`config.mk`:
```
export PLATFORM = sky130hd
export DESIGN_NAME = tslu_ram
export DESIGN_NICKNAME = d
export VERILOG_FILES = /design/src/design/tslu_ram.sv
export SDC_FILE = /design/constraint.sdc
export NUM_CORES = 1
export LEC_CHECK = 0
export BUFFER_PORTS_ARGS = -buffer_cell sky130_fd_sc_hd__clkbuf_2
export CORE_MARGIN = 2
export CORE_UTILIZATION = 35
export DETAILED_ROUTE_END_ITERATION = 8
export PLACE_DENSITY = 0.54
export REMOVE_ABC_BUFFERS = 1
export SLEW_MARGIN = 40
export SYNTH_ARGS = -nofsm -noshare
export SYNTH_HDL_FRONTEND = slang
export SYNTH_SLANG_ARGS = --single-unit
```
`constraint.sdc`:
```
create_clock -name i_clk -period 1.8 [get_ports i_clk]
set_clock_uncertainty 0.15 [all_clocks]
set_input_delay 0.27 -clock i_clk [delete_from_list [all_inputs] [get_ports i_clk]]
set_output_delay 0.27 -clock i_clk [all_outputs]
set_load 0.005 [all_outputs]
```
`src/design/tslu_ram.sv`:
```
// ----------------------------------------------------------------------------
// Generic single-port-write RAM
// One write port and one read port with registered read data.
// ----------------------------------------------------------------------------
module tslu_ram #(
    parameter  int WIDTH = 8,
    parameter  int DEPTH = 16,
    localparam int AW    = (DEPTH > 1) ? $clog2(DEPTH) : 1
) (
    input  logic             i_clk,
    input  logic             i_we,
    input  logic [AW-1:0]    i_waddr,
    input  logic [WIDTH-1:0] i_wdata,
    input  logic [AW-1:0]    i_raddr,
    output logic [WIDTH-1:0] o_rdata
);

    logic [WIDTH-1:0] r_mem [DEPTH];
    logic [WIDTH-1:0] r_rdata;

    // Write port and registered read port.
    always_ff @(posedge i_clk) begin
        if (i_we) begin
            r_mem[i_waddr] <= i_wdata;
        end
        r_rdata <= r_mem[i_raddr];
    end

    assign o_rdata = r_rdata;

endmodule
```
==> results of run 1 <==
==> metal layers <==
layer  part of all wire [%]  up-vias  GRT usage, %  wire length (um)
met5                      0        -             0                 0
met4                   0.54        0          3.92                54
met3                    4.1        4          5.05               406
met2                     48       52          20.3              4720
met1                     48     1238          19.0              4750
li1                       -     1086             -                 -
==> worst reg2reg max path: cells and delay by family (launching register included) <==
kind,cells,cell delay (ps)
multiplexers,1,490
AO/OA/AOI/OAI,1,260
AND/OR/NAND/NOR,1,90
flip-flops,1,360
==> final cells by class <==
class | instances | area, um^2 | area share, %
clock buffers | 19 | 443 | 6.98
clock inverters | 13 | 273 | 4.30
multi-input cells | 83 | 1060 | 16.7
flip-flops and latches | 136 | 4000 | 63.1
well taps | 184 | 230 | 3.63
repair buffers | 47 | 340 | 5.36
==> final timing paths <==
check	start	cells after the start	slack, ps	to
worst min register to register	r_mem[12][6]	3	510	o_rdata[6]
worst min-delay path	i_wdata[5]	1	140	r_mem[12][5]
worst max register to register	r_mem[2][0]	3	330	o_rdata[0]
worst max-delay path	r_mem[2][0]	3	330	o_rdata[0]
==> cell usage after synthesis <==
master	instances	area share, %
buf_2	3	0.29
nand3_1	1	0.097
or3b_2	1	0.17
mux4_2	18	7.9
nand3b_1	2	0.29
a22oi_1	16	2.3
nand2_1	9	0.66
buf_4	1	0.15
and2b_1	1	0.15
mux4_1	14	7.1
nor2b_1	1	0.12
clkdlybuf4s25_2	3	0.58
nor2_1	13	0.95
nor3_1	4	0.39
edfxtp_1	128	75
nand2b_1	2	0.24
and2_1	1	0.12
buf_6	3	0.66
dfxtp_1	8	3.1
==> kinds of logic after synthesis <==
group | Yosys count | share of synthesized area, %
AOI/OAI and AO/OA | 16 | 2.33
buffers and inverters | 10 | 1.68
DFF | 136 | 77.8
muxes | 32 | 15.0
and+or+nand+nor | 35 | 3.18
==> stage by stage <==
stage          setup slack, ps  TNS (ps)  util [%]  power [uW]  std cells
2_1_floorplan             -113      -903         -        3760        219
3_3_place_gp             -25.9     -47.3      39.0        3970        450
3_5_place_dp             -58.3      -160      39.0        3980        450
4_1_cts                    272         0      44.0        8120        482
5_1_grt                    244         0      44.0        8270        482
6_report                   327         0      44.0        8020        482
==> power breakdown <==
group          internal, uW  leakage [uW]  total [uW]  switching, uW
clock network          2910      0.000342        4110           1210
registers              3540       0.00122        3560           22.6
logic                   152      0.000608         336            185
==> flip-flops by register name, indices dropped and copies added (netlist names) <==
name	cells
o_rdata	8
r_mem	128
==> layout by cell type, fill, tap and decap left out, drive strengths merged <==
master | Yosys | final
dfxtp | 8 | 8
bufinv | 0 | 8
mux4 | 32 | 32
nand2 | 9 | 9
nand2b | 2 | 2
and2 | 1 | 1
edfxtp | 128 | 128
a22oi | 16 | 16
or3b | 1 | 1
and2b | 1 | 1
clkbuf | 0 | 44
nor2b | 1 | 1
nand3b | 2 | 2
nor3 | 4 | 4
nand3 | 1 | 1
clkinvlp | 0 | 1
nor2 | 13 | 13
clkinv | 0 | 4
buf | 7 | 22
==> flow_metrics.env, run 1 <==
export IMPL_status="finished clean"
export IMPL_hp_class="in2reg"
export IMPL_postCtsHoldBufs=0
export IMPL_cts_buffers=17
export IMPL_drtIter0Drc=241
export IMPL_path_class="reg2reg"
export IMPL_p_per_area_nw_per_um2=1260
export IMPL_timing_final_crit_share_pct=81.8
export IMPL_core_rowCount=44
export IMPL_antenna_cells_inserted=0
export IMPL_required_ps=1940
export IMPL_crit_chain="mux4_1 -> a22oi_1 -> nand2_1"
export IMPL_tritoncts="done"
export IMPL_wl_per_cell_um=20.6
export IMPL_whs_ps=142
export IMPL_critical_path_buf_inv_count=0
export IMPL_hold_violations=0
export IMPL_cp_end_kind="flop"
export IMPL_critPathTopFamily="multiplexers"
export IMPL_ys_types=19
export IMPL_grt_max_degree=20
export IMPL_syn_area_um2=5150
export IMPL_fp_coreArea_um2=14400
export IMPL_ys_warnings_count=0
export IMPL_design_area_um2=6350
export IMPL_postSynthAreaPerCell_um2=22.5
export IMPL_synthCells=229
export IMPL_fmax_ghz=0.679
export IMPL_cts_repair_resize_count=0
export IMPL_boundaryPins=26
export IMPL_die_h_um=125
export IMPL_grt_pass1_vias=2480
export IMPL_critPathMaxStageDelay_ps=490
export IMPL_grt_usage_pct=13.6
export IMPL_detailroute_via_count=2380
export IMPL_worstSetupStartpointType="flop"
export IMPL_finalSetupViolations=0
export IMPL_arrival_ps=1610
export IMPL_post_route_drc_count=0
export IMPL_cts_sinks=136
export IMPL_post_cts_buffers=0
export IMPL_cts_clk_slew_worst_paths_ps=60
export IMPL_hpwl_um=6550
export IMPL_relSlewSlack_pct=45.5
export IMPL_portBuffers=25
export IMPL_clock_tree_root_cell="clkbuf_16"
export IMPL_antenna_found_initial=0
export IMPL_gr_total_overflow=0
export IMPL_rsz0062_at_grt="false"
export IMPL_final_nets=303
export IMPL_die_w_um=125
export IMPL_fillerInstances=1256
export IMPL_min_period_ps=1470
export IMPL_area_growth_pct=23.3
export IMPL_layout_drive_gt1_share_pct=31.9
export IMPL_htree_levels=4
export IMPL_die_area_um2=15700
export IMPL_drtPass1Iterations=4
export IMPL_clk_path_buf_depth=2
export IMPL_grt_pass1_wl_um=15300
export IMPL_slew_viol_final=0
export IMPL_post_drt_via_cell_ratio=4.94
export IMPL_ir_worst_vdd_mv=0.747
export IMPL_worst_pin_slew_ps=816
export IMPL_start_util_pct=35.7
export IMPL_critPathMaxFanout=1
export IMPL_p_leak_uw=0.00217
export IMPL_ys_seq_elements=136
export IMPL_cpMaxStageDelayCell="mux4_1"
export IMPL_worstSkewPairLatency_ps=410
export IMPL_globalplace_congestion=0.714
export IMPL_cap_violations=0
export IMPL_finalWirelength_um=9930
export IMPL_drtAntennaViolNets=0
export IMPL_place_area_um2=5630
export IMPL_seq_area_frac_synth_pct=77.8
Power figures use the tool's default switching activity.
==> run 2, diff against run 1 <==
Clock period 1.8 ns to 1.25 ns, I/O delays scaled along.
==> flow_metrics.env, run 2 (synthesized netlist as in run 1, its figures left out) <==
export IMPL_detailroute_via_count=2423
export IMPL_min_period_ps=1390
export IMPL_worstSetupStartpointType="flop"
export IMPL_total_power_uw=11200
export IMPL_cp_end_kind="flop"
export IMPL_drtAntennaViolNets=0
export IMPL_finalWirelength_um=10500
export IMPL_critPathMaxFanout=1
export IMPL_drtIter0Drc=177
export IMPL_p_comb_share_pct=5.0
export IMPL_cts_sinks=136
export IMPL_cap_violations=0
export IMPL_pre_cts_slack_ps=-536
export IMPL_die_h_um=125
export IMPL_clock_tree_root_cell="clkbuf_16"
export IMPL_cts_buffers=17
export IMPL_p_per_area_nw_per_um2=1740
export IMPL_fmax_ghz=0.721
export IMPL_power_switching_uw=2120
export IMPL_top_layer_used="met4"
export IMPL_fp_coreArea_um2=14400
export IMPL_timing_final_crit_share_pct=111
export IMPL_critPathMaxStageDelay_ps=480
export IMPL_gr_total_overflow=0
export IMPL_required_ps=1390
export IMPL_grt_pass1_vias=2662
export IMPL_design_area_um2=6420
export IMPL_globalplace_congestion=0.711
export IMPL_grt_max_degree=19
export IMPL_htree_levels=4
export IMPL_final_core_util_pct=44.5
export IMPL_wl_per_cell_um=21.3
export IMPL_post_route_drc_count=0
export IMPL_switching_share_pct=18.9
export IMPL_wl_met2_um=5060
export IMPL_portBuffers=25
export IMPL_wl_met1_um=4880
export IMPL_clk_path_buf_depth=2
export IMPL_die_area_um2=15700
export IMPL_power_frac_seq_pct=45.9
export IMPL_wl_met3_um=443
export IMPL_post_drt_via_cell_ratio=4.90
export IMPL_boundaryPins=26
export IMPL_layout_drive_gt1_share_pct=46.1
export IMPL_area_growth_pct=24.7
export IMPL_grt_usage_pct=14.3
export IMPL_hpwl_um=6810
export IMPL_start_util_pct=35.7
export IMPL_worstSkewPairLatency_ps=410
export IMPL_core_rowCount=44
export IMPL_place_area_um2=5730
export IMPL_largest_register_ffs=128
export IMPL_violations="negative setup slack"
export IMPL_slew_viol_final=0
export IMPL_p_leak_uw=0.00217
export IMPL_regMostFlops="r_mem"
export IMPL_path_class="reg2reg"
export IMPL_die_w_um=125
export IMPL_drtPass1Iterations=4
export IMPL_hold_violations=0
export IMPL_fillerInstances=1270
export IMPL_cpMaxStageDelayCell="mux4_2"
export IMPL_final_common_cell="edfxtp_1"
export IMPL_p_int_uw=9080
export IMPL_hp_class="in2reg"
export IMPL_antenna_found_initial=0
export IMPL_post_cts_buffers=0
export IMPL_status="finished with violations"
export IMPL_crit_chain="mux4_2 -> a22oi_2 -> nand2_1"
export IMPL_antenna_cells_inserted=0
export IMPL_final_nets=315
export IMPL_arrival_ps=1530
export IMPL_timing_final_ws_setup_ps=-137
export IMPL_ir_worst_vdd_mv=0.829
export IMPL_power_frac_clock_pct=49.1
export IMPL_tritoncts="done"
export IMPL_worst_pin_slew_ps=575
export IMPL_cts_clk_slew_worst_paths_ps=60
export IMPL_finalSetupViolations=8
export IMPL_postCtsHoldBufs=0
export IMPL_rrSetupSlack_ps=-140
export IMPL_relSlewSlack_pct=61.7
export IMPL_grt_pass1_wl_um=16100
export IMPL_layout_common_cells="128 x edfxtp_1, 32 x mux4_2, 29 x buf_4"
export IMPL_rsz0062_at_grt="true"
run 2: changes by cell type in the layout (fill, tap and decap cells not counted), moves of 2 or more:
cell | previous run | this run
dfxtp_2 | 0 | 4
a22oi_2 | 0 | 14
mux4_2 | 18 | 32
clkinv_4 | 2 | 0
bufinv_16 | 8 | 6
dfxtp_1 | 8 | 4
buf_4 | 18 | 29
mux4_1 | 14 | 0
clkinv_2 | 0 | 6
a22oi_1 | 16 | 2
run 2: area by class of cell:
| cell class | instances | area, um^2 | area share, % |
|---|---|---|---|
| repair buffers | 59 | 443 | 6.90 |
| clock buffers | 17 | 425 | 6.63 |
| clock inverters | 15 | 230 | 3.59 |
| flip-flops and latches | 136 | 4010 | 62.4 |
| well taps | 184 | 230 | 3.59 |
| multi-input cells | 83 | 1080 | 16.9 |
run 2: repair_timing:
item                                    4_1_cts  5_1_grt
pin swaps                                    12        3
cloned                                        0        0
gates resized for setup                      26        8
hold endpoints to repair                      0        0
endpoints found under the setup margin       11       21
run 2: path summary, 6_finish.rpt:
path	from	to	cells after the start
min reg2reg	r_mem[14][7]	o_rdata[7]	3
min	i_wdata[5]	r_mem[11][5]	1
max reg2reg	r_mem[3][6]	o_rdata[6]	3
max	r_mem[3][6]	o_rdata[6]	3
run 2: worst max-delay path: cells and delay by family, from the launching register on:
family / cells / cell delay [ps]
simple gates: 1 / 80
compound gates: 1 / 210
mux: 1 / 480
flops: 1 / 350
run 2: power groups by stage:
stage	combinational, uW	sequential [uW]	clock (uW)
2_1_floorplan	204	5220	0
3_3_place_gp	521	5230	0
3_5_place_dp	532	5230	0
4_1_cts	565	5140	5600
5_1_grt	612	5150	5810
6_report	560	5140	5500
run 2: stage by stage:
| stage | std cells | TNS (ps) | hold WS [ps] |
|---|---|---|---|
| CTS | 494 | -1000 | 46.0 |
| floorplan | 219 | -21930 | 136 |
| global placement | 462 | -26290 | 412 |
| global route | 494 | -1260 | 69.3 |
| detailed placement | 462 | -28570 | 413 |
| finish | 494 | -920 | 52.9 |
run 2: layer usage:
metal  vias up  GRT usage, %
li1       1102             -
met1      1258          19.8
met2        50          21.7
met3        13          4.66
met4         0          4.31
met5         -             0
==> run 3, diff against run 2 <==
--- a/config.mk
+++ b/config.mk
@@ -8,8 +8,7 @@
 export BUFFER_PORTS_ARGS = -buffer_cell sky130_fd_sc_hd__clkbuf_2
 export CORE_MARGIN = 2
-export CORE_UTILIZATION = 35
+export CORE_UTILIZATION = 54
 export DETAILED_ROUTE_END_ITERATION = 8
-export PLACE_DENSITY = 0.54
-export REMOVE_ABC_BUFFERS = 1
+export PLACE_DENSITY = 0.76
 export SLEW_MARGIN = 40
 export SYNTH_ARGS = -nofsm -noshare
--- a/constraint.sdc
+++ b/constraint.sdc
@@ -3,3 +3,3 @@
 set_input_delay 0.1875 -clock i_clk [delete_from_list [all_inputs] [get_ports i_clk]]
 set_output_delay 0.1875 -clock i_clk [all_outputs]
-set_load 0.005 [all_outputs]
+set_load 0.1 [all_outputs]
==> flow_metrics.env, run 3 (synthesized netlist as in run 1, its figures left out) <==
export IMPL_arrival_ps=1770
export IMPL_p_per_area_nw_per_um2=1580
export IMPL_fin_tns_setup_ps=-2630
export IMPL_detailroute_via_count=2628
export IMPL_final_nets=319
export IMPL_worst_pin_slew_ps=860
export IMPL_drtIter0Drc=210
export IMPL_hpwl_um=6250
export IMPL_post_cts_buffers=0
export IMPL_critical_path_buf_inv_count=0
export IMPL_cts_buffers=17
export IMPL_antenna_cells_inserted=0
export IMPL_largest_register_ffs=128
export IMPL_finalSetupViolations=16
export IMPL_crit_chain="mux4_2 -> a22oi_2 -> nand2_1"
export IMPL_drtPass1Iterations=5
export IMPL_hold_depth=4
export IMPL_status="finished with violations"
export IMPL_rsz0062_at_grt="true"
export IMPL_power_frac_seq_pct=49.3
export IMPL_p_leak_uw=0.00219
export IMPL_path_class="reg2reg"
export IMPL_worstSetupStartpointType="flop"
export IMPL_hold_violations=0
export IMPL_cap_violations=0
export IMPL_clk_path_buf_depth=2
export IMPL_critPathMaxFanout=1
export IMPL_die_w_um=102
export IMPL_power_frac_clock_pct=41.9
export IMPL_final_common_cell="edfxtp_1"
export IMPL_grt_usage_pct=23.4
export IMPL_worstSkewPairLatency_ps=520
export IMPL_gr_total_overflow=0
export IMPL_timing_final_crit_share_pct=121
export IMPL_violations="negative setup slack"
export IMPL_globalplace_congestion=0.760
export IMPL_cts_clk_slew_worst_paths_ps=60
export IMPL_critPathTopFamily="multiplexers"
export IMPL_post_place_cells=403
export IMPL_min_period_ps=1520
export IMPL_min_delay_start="i_raddr[2]"
export IMPL_fp_coreArea_um2=9240
export IMPL_critPathMaxStageDelay_ps=510
export IMPL_htree_levels=4
export IMPL_slew_viol_final=0
export IMPL_wl_per_cell_um=24.5
export IMPL_layout_cells_non_filler=443
export IMPL_fmax_ghz=0.659
export IMPL_r2r_start="r_mem[0][0]"
export IMPL_whs_ps=73.4
export IMPL_start_util_pct=55.7
export IMPL_post_drt_via_cell_ratio=5.93
export IMPL_switching_share_pct=22.7
export IMPL_layout_drive_gt1_share_pct=46.8
export IMPL_grt_pass1_wl_um=16300
export IMPL_power_switching_uw=2380
export IMPL_regMostFlops="r_mem"
export IMPL_die_area_um2=10300
export IMPL_die_h_um=102
export IMPL_cp_end_kind="flop"
export IMPL_finalWirelength_um=10900
export IMPL_p_comb_share_pct=8.8
export IMPL_critical_path_startpoint="r_mem[0][0]"
export IMPL_reg2regPathDepth=3
export IMPL_required_ps=1500
export IMPL_ir_worst_vdd_mv=0.682
export IMPL_tritoncts="done"
export IMPL_grt_max_degree=23
export IMPL_synth_nets=247
export IMPL_hp_class="in2reg"
export IMPL_clock_tree_root_cell="clkbuf_8"
export IMPL_portBuffers=25
export IMPL_p_int_uw=8100
export IMPL_antenna_found_initial=0
export IMPL_layout_common_cells="128 x edfxtp_1, 32 x mux4_2, 26 x buf_12"
export IMPL_cpMaxStageDelayCell="mux4_2"
export IMPL_core_rowCount=35
export IMPL_relSlewSlack_pct=42.5
export IMPL_drtAntennaViolNets=0
export IMPL_timing_final_ws_setup_ps=-268
export IMPL_area_growth_pct=28.5
export IMPL_grt_pass1_vias=2687
export IMPL_post_route_drc_count=0
export IMPL_path_depth=3
export IMPL_boundaryPins=26
export IMPL_cts_sinks=136
[run 3: cell type report]
class                           instances  area (um^2)
Timing Repair Buffer                   63          776
Fill cell                             528         2630
Clock inverter                         13          108
Clock buffer                           19          422
Multi-Input combinational cell         83         1130
Tap cell                              129          161
Sequential cell                       136         4020
[run 3: final timing paths]
| path | end | slack (ps) |
|---|---|---|
| hold reg to reg | o_rdata[2] | 530 |
| setup / recovery | o_rdata[0] | -270 |
| setup reg to reg | o_rdata[0] | -270 |
| hold / removal | o_rdata[2] | 70 |
[run 3: worst register-to-register path, stage by stage, from the launching register on]
cell and delay, ps:
edfxtp_1 420, mux4_2 510, a22oi_2 240, nand2_1 90
[run 3: power groups by stage]
stage          Combinational, uW  Sequential (uW)  Clock [uW]
2_1_floorplan                297             5440           0
3_3_place_gp                 850             5240           0
3_5_place_dp                 869             5250           0
4_1_cts                      918             5160        4390
5_1_grt                      960             5170        4620
6_report                     917             5160        4390
[run 3: routing by layer]
| layer | wire length [um] | share of wire, % | GRT usage [%] | vias to the layer above |
|---|---|---|---|---|
| li1 | - | - | - | 1105 |
| met1 | 4110 | 38 | 30.6 | 1350 |
| met2 | 5660 | 52 | 38.1 | 149 |
| met3 | 790 | 7.3 | 6.21 | 24 |
| met4 | 289 | 2.7 | 9.36 | 0 |
| met5 | 0 | 0 | 0 | - |
[run 3: timing repair]
item	4_1_cts	5_1_grt
pin swaps	1	0
hold buffers	8	0
cloned	0	0
endpoints found under the setup margin	16	16
gates resized for setup	17	0
endpoints found under the hold margin	128	0
[run 3: per-stage QoR]
step / setup slack (ps) / utilization (%) / power, uW / area [um^2]
2_1_floorplan: -191 / - / 5730 / 5220
3_3_place_gp: -466 / 64.4 / 6090 / 5950
3_5_place_dp: -524 / 64.4 / 6120 / 5950
4_1_cts: -211 / 71.5 / 10500 / 6610
5_1_grt: -300 / 71.6 / 10700 / 6610
6_report: -268 / 71.6 / 10500 / 6610
